===== config.mk =====
export PLATFORM = sky130hd
export DESIGN_NAME = integer_to_ascii_radix
export DESIGN_NICKNAME = d
export VERILOG_FILES = /design/src/design/iar_pkg.sv /design/src/design/iar_div.sv /design/src/design/integer_to_ascii_radix.sv
export SDC_FILE = /design/constraint.sdc
export NUM_CORES = 1
export LEC_CHECK = 0
export ABC_AREA = 1
export BUFFER_PORTS_ARGS = -buffer_cell sky130_fd_sc_hd__buf_2
export CORE_ASPECT_RATIO = 1.75
export CORE_MARGIN = 2
export CORE_UTILIZATION = 50
export DETAILED_ROUTE_END_ITERATION = 7
export PLACE_DENSITY = 0.68
export SETUP_SLACK_MARGIN = 0.4
export SLEW_MARGIN = 20
export SYNTH_ARGS = -nofsm -noshare
export SYNTH_HDL_FRONTEND = slang
export SYNTH_SLANG_ARGS = --single-unit

===== constraint.sdc =====
create_clock -name clk -period 14 [get_ports clk]
set_input_delay 0.7 -clock clk [delete_from_list [all_inputs] [get_ports clk]]
set_output_delay 0.7 -clock clk [all_outputs]
set_load 0.1 [all_outputs]

===== src/design/iar_pkg.sv =====
`default_nettype none

package iar_pkg;

    // Word and digit store geometry
    localparam int WORD_BITS  = 32;
    localparam int MAX_DIGITS = 32;
    localparam int IDX_W      = $clog2(MAX_DIGITS);
    localparam int CNT_W      = $clog2(MAX_DIGITS + 1);

    // Divider: quotient bits retired per cycle and steps per digit
    localparam int DIV_BITS  = 8;
    localparam int DIV_STEPS = (WORD_BITS + DIV_BITS - 1) / DIV_BITS;
    localparam int STEP_W    = (DIV_STEPS > 1) ? $clog2(DIV_STEPS) : 1;

    // Radix limits and divisor width (bases 2 to 16)
    localparam int MIN_BASE  = 2;
    localparam int MAX_BASE  = 16;
    localparam int DIVISOR_W = 5;
    localparam int DIGIT_W   = 4;

    // Character codes
    localparam logic [7:0] CHAR_MINUS = 8'h2D;
    localparam logic [7:0] CHAR_ZERO  = 8'h30;
    localparam logic [7:0] CHAR_A     = 8'h41;
    localparam logic [7:0] CHAR_NONE  = 8'h00;

    typedef struct packed {
        logic [31:0] value;
        logic [7:0]  base;
        logic        signed_mode;
    } num_beat_t;

    typedef struct packed {
        logic [7:0] char_code;
        logic       last;
        logic       no_text;
    } chr_beat_t;

    // Divider status back to the sequencer
    typedef struct packed {
        logic                 busy;
        logic                 done;
        logic [WORD_BITS-1:0] quo;
        logic [DIGIT_W-1:0]   rem;
    } div_rsp_t;

    // Map a digit value to its ASCII character
    function automatic logic [7:0] digit_char(input logic [DIGIT_W-1:0] d);
        logic [7:0] d8;
        d8 = {{(8 - DIGIT_W){1'b0}}, d};
        if (d8 < 8'd10)
            return CHAR_ZERO + d8;
        else
            return CHAR_A + (d8 - 8'd10);
    endfunction

endpackage

`default_nettype wire


===== src/design/iar_div.sv =====
`default_nettype none

// Iterative long divider: a word by a small divisor, DIV_BITS quotient bits per cycle while busy.
module iar_div (
    input  wire logic                                clk,
    input  wire logic                                rst_n,
    input  wire logic                                start,
    input  wire logic [iar_pkg::WORD_BITS-1:0]       dividend,
    input  wire logic [iar_pkg::DIVISOR_W-1:0]       divisor,
    output iar_pkg::div_rsp_t                        rsp
);
    import iar_pkg::*;

    logic [WORD_BITS-1:0] quo_reg,  quo_next;
    logic [DIVISOR_W-1:0] rem_reg,  rem_next;
    logic [STEP_W-1:0]    step_reg;
    logic                 busy_reg;
    logic                 done_reg;

    // Shift DIV_BITS dividend bits through the partial remainder
    always_comb
    begin
        logic [DIVISOR_W:0]   r;
        logic [WORD_BITS-1:0] q;
        logic [DIVISOR_W-1:0] rr;
        q  = quo_reg;
        rr = rem_reg;
        for (int i = 0; i < DIV_BITS; i++)
        begin
            r = {rr, q[WORD_BITS-1]};
            q = {q[WORD_BITS-2:0], 1'b0};
            if (r >= {1'b0, divisor})
            begin
                r    = r - {1'b0, divisor};
                q[0] = 1'b1;
            end
            rr = r[DIVISOR_W-1:0];
        end
        quo_next = q;
        rem_next = rr;
    end

    // Load on start, then advance one step per cycle while busy
    always_ff @(posedge clk or negedge rst_n)
    begin
        if (!rst_n)
        begin
            step_reg <= '0;
            busy_reg <= 1'b0;
            done_reg <= 1'b0;
        end
        else if (start)
        begin
            step_reg <= '0;
            busy_reg <= 1'b1;
            done_reg <= 1'b0;
        end
        else if (busy_reg)
        begin
            step_reg <= step_reg + 1'b1;
            if (step_reg == STEP_W'(DIV_STEPS - 1))
            begin
                busy_reg <= 1'b0;
                done_reg <= 1'b1;
            end
        end
        else
        begin
            done_reg <= 1'b0;
        end
    end

    // Hold the datapath
    always_ff @(posedge clk)
    begin
        if (start)
        begin
            quo_reg <= dividend;
            rem_reg <= '0;
        end
        else if (busy_reg)
        begin
            quo_reg <= quo_next;
            rem_reg <= rem_next;
        end
    end

    assign rsp.busy = busy_reg;
    assign rsp.done = done_reg;
    assign rsp.quo  = quo_reg;
    assign rsp.rem  = rem_reg[DIGIT_W-1:0];

endmodule

`default_nettype wire


===== src/design/integer_to_ascii_radix.sv =====
`default_nettype none

// Converts one 32-bit word to ASCII text in base 2 to 16, most significant digit
// first, one character per beat on the chr channel, last set on the final one.
// A negative value in signed mode prints a leading '-' and the magnitude; zero or an
// unsigned bad base (0, 1, above 16) prints '0'; a signed bad base gives one beat
// with char_code 0, last and no_text set. The block takes one number at a time:
// num_ready is high only when idle. Each digit takes one pass of the shared
// 8-bit-per-cycle divider and is written into the digit store, and each digit
// character is read back through the store's registered read before it is emitted.
module integer_to_ascii_radix (
    input  wire logic               clk,
    input  wire logic               rst_n,
    input  wire logic               num_valid,
    output      logic               num_ready,
    input  wire iar_pkg::num_beat_t num,
    output      logic               chr_valid,
    input  wire logic               chr_ready,
    output      iar_pkg::chr_beat_t chr
);
    import iar_pkg::*;

    localparam logic [2:0] S_IDLE     = 3'd0;
    localparam logic [2:0] S_PUT      = 3'd1;
    localparam logic [2:0] S_DIV_GO   = 3'd2;
    localparam logic [2:0] S_DIV_WAIT = 3'd3;
    localparam logic [2:0] S_RD       = 3'd4;
    localparam logic [2:0] S_EMIT     = 3'd5;

    logic [2:0]           state_reg, state_next;
    logic [DIVISOR_W-1:0] base_reg,  base_next;
    logic [WORD_BITS-1:0] rquo_reg,  rquo_next;
    logic [CNT_W-1:0]     count_reg, count_next;
    logic [CNT_W-1:0]     idx_reg,   idx_next;
    chr_beat_t            pend_reg,  pend_next;
    chr_beat_t            out_reg,   out_next;
    logic                 out_valid_reg, out_valid_next;

    logic [DIGIT_W-1:0]   digit_mem [MAX_DIGITS];
    logic [DIGIT_W-1:0]   rd_reg;
    logic [IDX_W-1:0]     rd_addr;
    logic                 wr_en;
    logic                 div_start;
    div_rsp_t             div_rsp;
    logic                 slot_free;
    logic [CNT_W-1:0]     count_inc;

    iar_div u_div (
        .clk      (clk),
        .rst_n    (rst_n),
        .start    (div_start),
        .dividend (rquo_reg),
        .divisor  (base_reg),
        .rsp      (div_rsp)
    );

    assign num_ready = (state_reg == S_IDLE);
    assign chr_valid = out_valid_reg;
    assign chr       = out_reg;
    assign slot_free = !out_valid_reg || chr_ready;
    assign count_inc = count_reg + 1'b1;
    assign div_start = (state_reg == S_DIV_GO);
    assign wr_en     = (state_reg == S_DIV_WAIT) && div_rsp.done;
    assign rd_addr   = IDX_W'(idx_reg - 1'b1);

    // Sequencer
    always_comb
    begin
        logic                 bad_base;
        logic                 neg;
        logic [WORD_BITS-1:0] mag;
        state_next     = state_reg;
        base_next      = base_reg;
        rquo_next      = rquo_reg;
        count_next     = count_reg;
        idx_next       = idx_reg;
        pend_next      = pend_reg;
        out_next       = out_reg;
        out_valid_next = out_valid_reg && !chr_ready;
        bad_base = (num.base < 8'(MIN_BASE)) || (num.base > 8'(MAX_BASE));
        neg      = num.signed_mode && num.value[WORD_BITS-1];
        mag      = neg ? (~num.value[WORD_BITS-1:0] + 1'b1) : num.value[WORD_BITS-1:0];

        unique case (state_reg)
            S_IDLE:
            begin
                if (num_valid)
                begin
                    base_next  = num.base[DIVISOR_W-1:0];
                    rquo_next  = mag;
                    count_next = '0;
                    if (bad_base)
                    begin
                        pend_next.char_code = num.signed_mode ? CHAR_NONE : CHAR_ZERO;
                        pend_next.last      = 1'b1;
                        pend_next.no_text   = num.signed_mode;
                        state_next          = S_PUT;
                    end
                    else if (neg)
                    begin
                        pend_next.char_code = CHAR_MINUS;
                        pend_next.last      = 1'b0;
                        pend_next.no_text   = 1'b0;
                        state_next          = S_PUT;
                    end
                    else if (mag == '0)
                    begin
                        pend_next.char_code = CHAR_ZERO;
                        pend_next.last      = 1'b1;
                        pend_next.no_text   = 1'b0;
                        state_next          = S_PUT;
                    end
                    else
                    begin
                        state_next = S_DIV_GO;
                    end
                end
            end
            S_PUT:
            begin
                if (slot_free)
                begin
                    out_next       = pend_reg;
                    out_valid_next = 1'b1;
                    state_next     = pend_reg.last ? S_IDLE : S_DIV_GO;
                end
            end
            S_DIV_GO:
            begin
                state_next = S_DIV_WAIT;
            end
            S_DIV_WAIT:
            begin
                if (div_rsp.done)
                begin
                    count_next = count_inc;
                    rquo_next  = div_rsp.quo;
                    if ((div_rsp.quo == '0) || (count_inc == CNT_W'(MAX_DIGITS)))
                    begin
                        idx_next   = count_inc;
                        state_next = S_RD;
                    end
                    else
                    begin
                        state_next = S_DIV_GO;
                    end
                end
            end
            S_RD:
            begin
                state_next = S_EMIT;
            end
            S_EMIT:
            begin
                if (slot_free)
                begin
                    out_next.char_code = digit_char(rd_reg);
                    out_next.last      = (idx_reg == CNT_W'(1));
                    out_next.no_text   = 1'b0;
                    out_valid_next     = 1'b1;
                    idx_next           = idx_reg - 1'b1;
                    state_next         = (idx_reg == CNT_W'(1)) ? S_IDLE : S_RD;
                end
            end
            default:
            begin
                state_next = S_IDLE;
            end
        endcase
    end

    // Control state
    always_ff @(posedge clk or negedge rst_n)
    begin
        if (!rst_n)
        begin
            state_reg     <= S_IDLE;
            count_reg     <= '0;
            rquo_reg      <= '0;
            idx_reg       <= '0;
            out_valid_reg <= 1'b0;
        end
        else
        begin
            state_reg     <= state_next;
            count_reg     <= count_next;
            rquo_reg      <= rquo_next;
            idx_reg       <= idx_next;
            out_valid_reg <= out_valid_next;
        end
    end

    // Payload
    always_ff @(posedge clk)
    begin
        base_reg <= base_next;
        pend_reg <= pend_next;
        out_reg  <= out_next;
    end

    // Digit store: write on each finished division, registered read
    always_ff @(posedge clk)
    begin
        if (wr_en)
            digit_mem[count_reg[IDX_W-1:0]] <= div_rsp.rem;
        rd_reg <= digit_mem[rd_addr];
    end

`ifndef SYNTHESIS
    a_accept_drops_ready: assert property (@(posedge clk) disable iff (!rst_n)
        (num_valid && num_ready) |=> !num_ready)
        else $error("num_ready still high after an accepted beat");

    a_done_in_wait: assert property (@(posedge clk) disable iff (!rst_n)
        div_rsp.done |-> (state_reg == S_DIV_WAIT))
        else $error("divider finished outside the wait state");

    a_emit_index: assert property (@(posedge clk) disable iff (!rst_n)
        (state_reg == S_EMIT) |-> ((idx_reg != '0) && (idx_reg <= CNT_W'(MAX_DIGITS))))
        else $error("digit index out of range while emitting");

    a_idle_divider: assert property (@(posedge clk) disable iff (!rst_n)
        num_ready |-> !div_rsp.busy)
        else $error("divider busy while idle");
`endif

endmodule

`default_nettype wire


== Word-level counts from Yosys, hierarchy flattened ==
Memories as Yosys holds them, arrays and structs flattened. A register that Yosys moved wholly into a read port is not among the register bits.
Index checks and enable logic that the tools add are counted.

* Bits in writable memories: 128
* Input port bits: 45
* Output and inout port bits: 12
* Memories: 1
* Register bits: 114

{| class="wikitable"
|+ Memories
! name !! words !! bits a word !! rd ports !! clocked after Yosys merged registers in !! wr ports !! line !! source
|-
| digit_mem || 32 || 4 || 1 || 1 || 1 || integer_to_ascii_radix.sv:39 || <nowiki>logic [DIGIT_W-1:0] digit_mem [MAX_DIGITS];</nowiki>
|}

* Bitwise gates (word level): 1
* Reductions and logical operators: 23
* Muxes and demuxes: 60
* Add/subtract/negate cells: 15
* Equality and inequality tests: 14
* Magnitude comparators: 11

{| class="wikitable"
|+ Operators with widths
! operator !! number
|-
| 2-to-1 mux 32 bit || 5
|-
| logical NOT 32 bit || 2
|-
| case mux 32 bit (2 select lines) || 1
|-
| 2-to-1 mux 10 bit || 5
|-
| >= comparator 6 x 5 -> 1 bit || 8
|-
| 2-to-1 mux 5 bit || 8
|-
| subtractor 5 bit || 8
|-
| 2-to-1 mux 6 bit || 6
|-
| adder 32 x 1 -> 32 bit (second input constant) || 1
|-
| NOT 32 bit || 1
|-
| case mux 6 bit (2 select lines) || 2
|-
| case mux 10 bit (2 select lines) || 1
|-
| 2-to-1 mux 1 bit || 18
|-
| 2-to-1 mux 3 bit || 6
|-
| case mux 3 bit (6 select lines) || 1
|-
| 2-to-1 mux 2 bit || 6
|-
| AND reduction 3 bit || 3
|-
| adder 7 x 8 -> 8 bit (first input constant) || 1
|-
| > comparator 8 x 5 -> 1 bit (second input constant) || 1
|-
| < comparator 8 x 2 -> 1 bit (second input constant) || 1
|-
| 2-to-1 mux 8 bit || 1
|-
| AND reduction 4 bit || 2
|-
| nonzero test 2 bit || 4
|-
| adder 6 x 4 -> 7 bit (first input constant) || 1
|-
| 21 further kinds || 31
|}

== Depth between registers and ports, before layout ==
* Depth after elaboration: 18
* Depth in mapped cells: 82
* Mapped depth without buffers: 82

== Cells and area by module ==
Synthesis repeated with hierarchy kept, for this count alone.

* Cell total of the unflattened synthesis: 1608
* Area total of the unflattened synthesis: 14037.2 um2

{| class="wikitable"
|+ By module, submodules not included
! module !! area an instance (um2) !! cells each !! seq. area each (um2) !! times used
|-
| integer_to_ascii_radix || 10019.6 || 1065 || 5695.5 || 1
|-
| iar_div || 4017.6 || 543 || 1161.1 || 1
|}

== Least setup slack after synthesis ==
OpenSTA, ideal clock, no wires.

* Path type: register -> register
* Start point: register base_reg[1]
* End point: register u_div.quo_reg[0], data pin
* Library setup time: 0.271 ns
* Path slack: 3.226 ns
* Stages on the path, launching flop included: 74
* Clock period less this slack: 10.774 ns
* Data arrival time: 10.504 ns
* Cells stage by stage: edfxtp_1 -> inv_1 -> fa_1 -> inv_1 -> nand2_1 -> nand3b_2 -> nand3b_1 -> nand2_1 -> inv_1 -> ha_1 -> nand2_1 -> inv_1 -> nand2_1 -> nor2_1 -> nor2_1 -> nand2_1 -> inv_1 -> nand3_1 -> [... 38 more ...] -> nand2_1 -> nor2_1 -> a211oi_1 -> o21ai_0 -> a21oi_1 -> inv_1 -> nor2_4 -> nand3_1 -> nand2_1 -> inv_1 -> ha_1 -> a21oi_1 -> o21bai_1 -> nand2_1 -> and2_1 -> inv_1 -> nor2_4 -> a31oi_1

* Cells in the longest elaborated chain, start to end: 18
* Elaborated cells on any way between the ends: 25
* Classes of those cells: add/sub: 7; order compare: 8; mux: 10

{| class="wikitable"
|+ RTL lines
! what !! line !! source
|-
| start: declaration || integer_to_ascii_radix.sv:31 || <nowiki>logic [DIVISOR_W-1:0] base_reg, base_next;</nowiki>
|-
| start signal: assignment || integer_to_ascii_radix.sv:196 || <nowiki>base_reg <= base_next;</nowiki>
|-
| subtractor 5 bit / >= comparator 6 x 5 -> 1 bit (equally long branches) || iar_div.sv:34, iar_div.sv:32 ||
|-
| 2-to-1 mux 5 bit || iar_div.sv:32 || <nowiki>if (r >= {1'b0, divisor})</nowiki>
|-
| subtractor 5 bit / >= comparator 6 x 5 -> 1 bit (equally long branches) || iar_div.sv:34, iar_div.sv:32 ||
|-
| 2-to-1 mux 5 bit || iar_div.sv:32 ||
|-
| subtractor 5 bit / >= comparator 6 x 5 -> 1 bit (equally long branches) || iar_div.sv:34, iar_div.sv:32 ||
|-
| 2-to-1 mux 5 bit || iar_div.sv:32 ||
|-
| subtractor 5 bit / >= comparator 6 x 5 -> 1 bit (equally long branches) || iar_div.sv:34, iar_div.sv:32 ||
|-
| 2-to-1 mux 5 bit || iar_div.sv:32 ||
|-
| [... 2 more ...] || -- ||
|-
| subtractor 5 bit / >= comparator 6 x 5 -> 1 bit (equally long branches) || iar_div.sv:34, iar_div.sv:32 ||
|-
| 2-to-1 mux 5 bit || iar_div.sv:32 ||
|-
| subtractor 5 bit / >= comparator 6 x 5 -> 1 bit (equally long branches) || iar_div.sv:34, iar_div.sv:32 ||
|-
| 2-to-1 mux 5 bit || iar_div.sv:32 ||
|-
| >= comparator 6 x 5 -> 1 bit * || iar_div.sv:32 ||
|-
| 2-to-1 mux 1 bit * || iar_div.sv:32 ||
|-
| 2-to-1 mux 32 bit * || iar_div.sv:81 || <nowiki>else if (busy_reg)</nowiki>
|-
| 2-to-1 mux 32 bit * || iar_div.sv:76 || <nowiki>if (start)</nowiki>
|-
| end signal: assignment || iar_div.sv:78 || <nowiki>quo_reg <= dividend;</nowiki>
|-
| end signal: assignment || iar_div.sv:83 || <nowiki>quo_reg <= quo_next;</nowiki>
|-
| end: declaration || iar_div.sv:14 || <nowiki>logic [WORD_BITS-1:0] quo_reg, quo_next;</nowiki>
|}

Mark *: on every way between the ends. The rest lies on a longest branch, timed or not. The select of a mux whose other input is x is not followed.
A chain may end at the register's enable or synchronous reset.

== Final worst setup path ==
Ends and elaborated chain as after synthesis.

==> impl.org <==
** Die
- The floorplan step defined a die boundary enclosing 0.0278 mm².
- The floorplan has 78 rows.
- Core Footprint :: 0.0260 mm²
- Horiz. Die Dim :: 127 µm
- Vertical die dimension :: 219 µm
- Starting utilization of the core area :: 50.9%
- I/O pin count :: 57

** Global routing
- Total track usage :: 23.8%
- Number of antenna violations at the first check in global routing :: 0
- Largest net degree at the start of global routing :: 67
- Total congestion overflow :: 0
- The via count of the first global-routing pass came to 10300.
- The first global-routing pass estimated 52.0 mm of wire.

** Synth
- The Yosys step of the flow raised 0 warnings.
- Summed instance area of the synthesized netlist :: 0.0132 mm²
- Of the total synthesized cell area, the portion taken by XOR and XNOR cells is 3.97%.
- Main combinational cell family by area after synthesis :: simple AND/OR/NAND/NOR gates
- Summing the areas of all compound-gate instances in the mapped netlist gives 11.8% of the synthesized area.
- Number of flops mapped to enable cells by yosys :: 179
- After Yosys synthesis, and, or, nand and nor cells account for 19.2% of the synthesized area.
- In this run, synthesis produced a sequential element count of 240.
- Async S/R FF share, synth :: 21.7%
- Adder-cell share of the synthesized area :: 6.13%
- Number of nets produced by synthesis :: 1504
- Synth Area per Inst :: 9.45 µm²
- In this run, distinct cell masters in the synthesized netlist total 48.
- Measured against the total synthesized area, the mux share comes to 0.984%.
- In the synthesized netlist the dominant register cell turns out to be sky130_fd_sc_hd__edfxtp_1.
- Register area share after synthesis :: 51.9%
- Number of instances in the synthesized netlist :: 1399

** Clocking
- Post_cts resized :: 0
- Max H-tree Level :: 1
- Hold buffer count at CTS :: 0
- Clock tree from TritonCTS :: yes
- Insertion delay of the later-clocked pin in the worst-skew pair :: 0.51 ns
- Number of sinks handled by clock tree synthesis :: 240
- Num CTS Buffers :: 23
- Register clock-pin slew on the reported worst setup and hold paths :: 0.07 ns
- The root buffer cell chosen for the clock tree is sky130_fd_sc_hd__clkbuf_16.
- In this run the deepest clock path goes through 3 buffers.
- Number of post-CTS setup repair buffers :: 0

** Critical path
- Worst Setup EP :: u_div.quo_reg[0]
- Critical path's most frequent cell :: sky130_fd_sc_hd__nand2_1
- In this run the critical register-to-register path is launched from base_reg[1].
- The number of cells on the worst reg-to-reg path is 74.
- Worst Setup SP :: base_reg[1]
- Kind of launch point of the worst setup path :: flip-flop
- WP data required :: 14.23 ns
- Kind of capture point of the worst setup path :: flip-flop
- Setup slack on the worst flop-to-flop path :: 1.76 ns
- STA puts the critical path data arrival time at 12.46 ns.
- Critical Path Max Stage Delay :: 0.68 ns
- Worst reg2reg path endpoint :: u_div.quo_reg[0]
- Peak fanout along the critical path :: 10
- The slowest stage of the critical path belongs to the cell sky130_fd_sc_hd__edfxtp_1.
- The setup path with the least slack is of type reg -> reg.

** Timing
- Setup repair after global routing left no endpoint under its margin.
- Shortest period the worst path allows :: 12.24 ns
- Setup Total Neg Slack :: 0 ns
- Slew Viols, Final :: 0
- Static timing analysis puts the maximum clock frequency at 0.0817 GHz.
- The worst path uses 87.4% of the clock period.
- Total count of hold-check failures in the final report :: 0
- Setup violations remaining at the end of the flow were counted as 0.
- At the pin with the least slew margin, the transition time is 1.09 ns.
- Headroom to the max-slew limit :: 27.5%
- Worst clock skew :: 0.0153 ns

** Placement
- During placement, the flow inserted port buffers numbering 55.
- The number of placed instances, taps included, is 1743.
- DP HPWL :: 24.1 mm
- Final Wtd Congestion :: 0.932

** Final layout
- For this run, the share of the core covered by cells in the final layout is 56.4%.
- Diodes inserted :: 0
- Flip-flop count of the largest register after layout :: 128
- Of the cells placed in the final design, the portion with a size suffix greater than 1 is 9.42%.
- Finished Layout Cells :: 1785
- Fillcell total :: 2295
- Relative to the synthesized area, the layout overhead comes to 10.7%.
- At the end of the flow, the number of nets in the layout was 1553.

** Routing
- Detailed routing inserted a total of 10100 vias.
- In this run, the number of DRC markers left after iteration 0 of detailed routing was 676.
- Number of nets with antenna violations after detailed routing :: 0
- For this run, design rule violations remaining after detail routing come to 0.
- Overall routed net length :: 33.2 mm
- Wire length per cell after detailed routing :: 18.6 µm
- Via-to-Cell Ratio :: 5.67
- First-pass detailed-route iteration total :: 5

** Worst hold path
- Worst hold path type :: in -> async

** Flow run
- Across the run, the number of max-cap violations was 0.

** Run status
- Status :: complete, no violations
## through the flow
step | worst slack (ns) | hold WS [ns] | area [µm²]
2_1_floorplan | 3.23 | 0.404 | 13200
3_3_place_gp | 2.23 | 0.473 | 13800
3_5_place_dp | 1.78 | 0.476 | 13800
4_1_cts | 1.73 | 0.331 | 14600
5_1_grt | 0.589 | 0.353 | 14600
6_report | 1.76 | 0.303 | 14600
## Yosys cell counts (21+ instances only)
cell / instances / area share [%]
sky130_fd_sc_hd__inv_1: 163 / 4.6
sky130_fd_sc_hd__edfxtp_1: 179 / 41
sky130_fd_sc_hd__a21oi_1: 26 / 0.98
sky130_fd_sc_hd__xor2_1: 39 / 2.6
sky130_fd_sc_hd__dfrtp_1: 52 / 9.8
sky130_fd_sc_hd__nor2_1: 186 / 5.3
sky130_fd_sc_hd__o221ai_1: 38 / 2.5
sky130_fd_sc_hd__nand3_1: 61 / 2.3
sky130_fd_sc_hd__ha_1: 52 / 4.9
sky130_fd_sc_hd__nand2_1: 243 / 6.9
sky130_fd_sc_hd__clkbuf_1: 37 / 1.1
sky130_fd_sc_hd__xnor2_1: 21 / 1.4
sky130_fd_sc_hd__o21ai_0: 116 / 4.4
## placed cells by master (no fill, tap or decap), types with 5 or more instances in the layout
cell type,count
sky130_fd_sc_hd__xor2_1,39
sky130_fd_sc_hd__edfxtp_1,179
sky130_fd_sc_hd__nor2_2,7
sky130_fd_sc_hd__clkinv_1,10
sky130_fd_sc_hd__nor4_1,10
sky130_fd_sc_hd__dfrtp_1,51
sky130_fd_sc_hd__a31oi_1,15
sky130_fd_sc_hd__nand2_1,243
sky130_fd_sc_hd__a21oi_1,26
sky130_fd_sc_hd__dfxtp_1,8
sky130_fd_sc_hd__nor3_1,10
sky130_fd_sc_hd__o21ai_0,116
sky130_fd_sc_hd__nand4_1,19
sky130_fd_sc_hd__clkbuf_16,23
sky130_fd_sc_hd__nand2_4,8
sky130_fd_sc_hd__o22ai_1,5
sky130_fd_sc_hd__nand3_4,7
sky130_fd_sc_hd__buf_4,10
sky130_fd_sc_hd__inv_1,163
sky130_fd_sc_hd__fa_1,8
sky130_fd_sc_hd__xnor2_1,21
sky130_fd_sc_hd__nor2_1,185
sky130_fd_sc_hd__o211ai_1,15
sky130_fd_sc_hd__ha_1,52
sky130_fd_sc_hd__nand3_1,61
sky130_fd_sc_hd__mux2i_1,13
sky130_fd_sc_hd__o221ai_1,38
sky130_fd_sc_hd__o32ai_1,19
sky130_fd_sc_hd__buf_2,55
## cell type report
class                      count  area (µm²)  share of cell area [%]
sequential                   240        6860                    46.9
multi-input combinational    948        5580                    38.1
clock inverter                15         186                    1.27
tap                          320         400                    2.74
clock buffer                  27         621                    4.24
inverter                     170         638                    4.36
timing repair buffer          65         350                    2.39
## cell families (layout without fill, tap and decap cells)
family	count (synthesis)	after routing
AND/OR/NAND/NOR	566	566
AO/OA/AOI/OAI	248	248
flip-flops	240	240
buffers and inverters	211	277
adder cells (fa/ha/maj)	60	60
XOR/XNOR	60	60
multiplexers	13	13
other	1	1
## worst max-delay path, delay by kind of cell (launching register included)
kind | cells | cell delay, ns
and+or+nand+nor | 38 | 3.89
adders and majority gates | 8 | 3.04
AOI/OAI and AO/OA | 13 | 2.86
buffers and inverters | 15 | 1.45
DFF | 1 | 0.68
## metal layers
| layer | vias up | part of all wire, % | GRT usage [%] |
|---|---|---|---|
| met3 | 97 | 3.3 | 2.41 |
| met2 | 258 | 55 | 46.3 |
| met5 | - | 0 | 0 |
| met4 | 0 | 6.2 | 13.7 |
| met1 | 4834 | 36 | 24.3 |
| li1 | 4928 | - | - |
## worst min path at each step
stage / cells after the start / end
4_1_cts: 2 / rquo_reg[16]
2_1_floorplan: 0 / chr_valid
5_1_grt: 2 / rquo_reg[17]
6_report: 2 / rquo_reg[17]
3_3_place_gp: 2 / rquo_reg[25]
3_5_place_dp: 2 / rquo_reg[10]
Power is not shown: default switching activity piles up to over one toggle a cycle in this logic, so the estimate is an artifact.
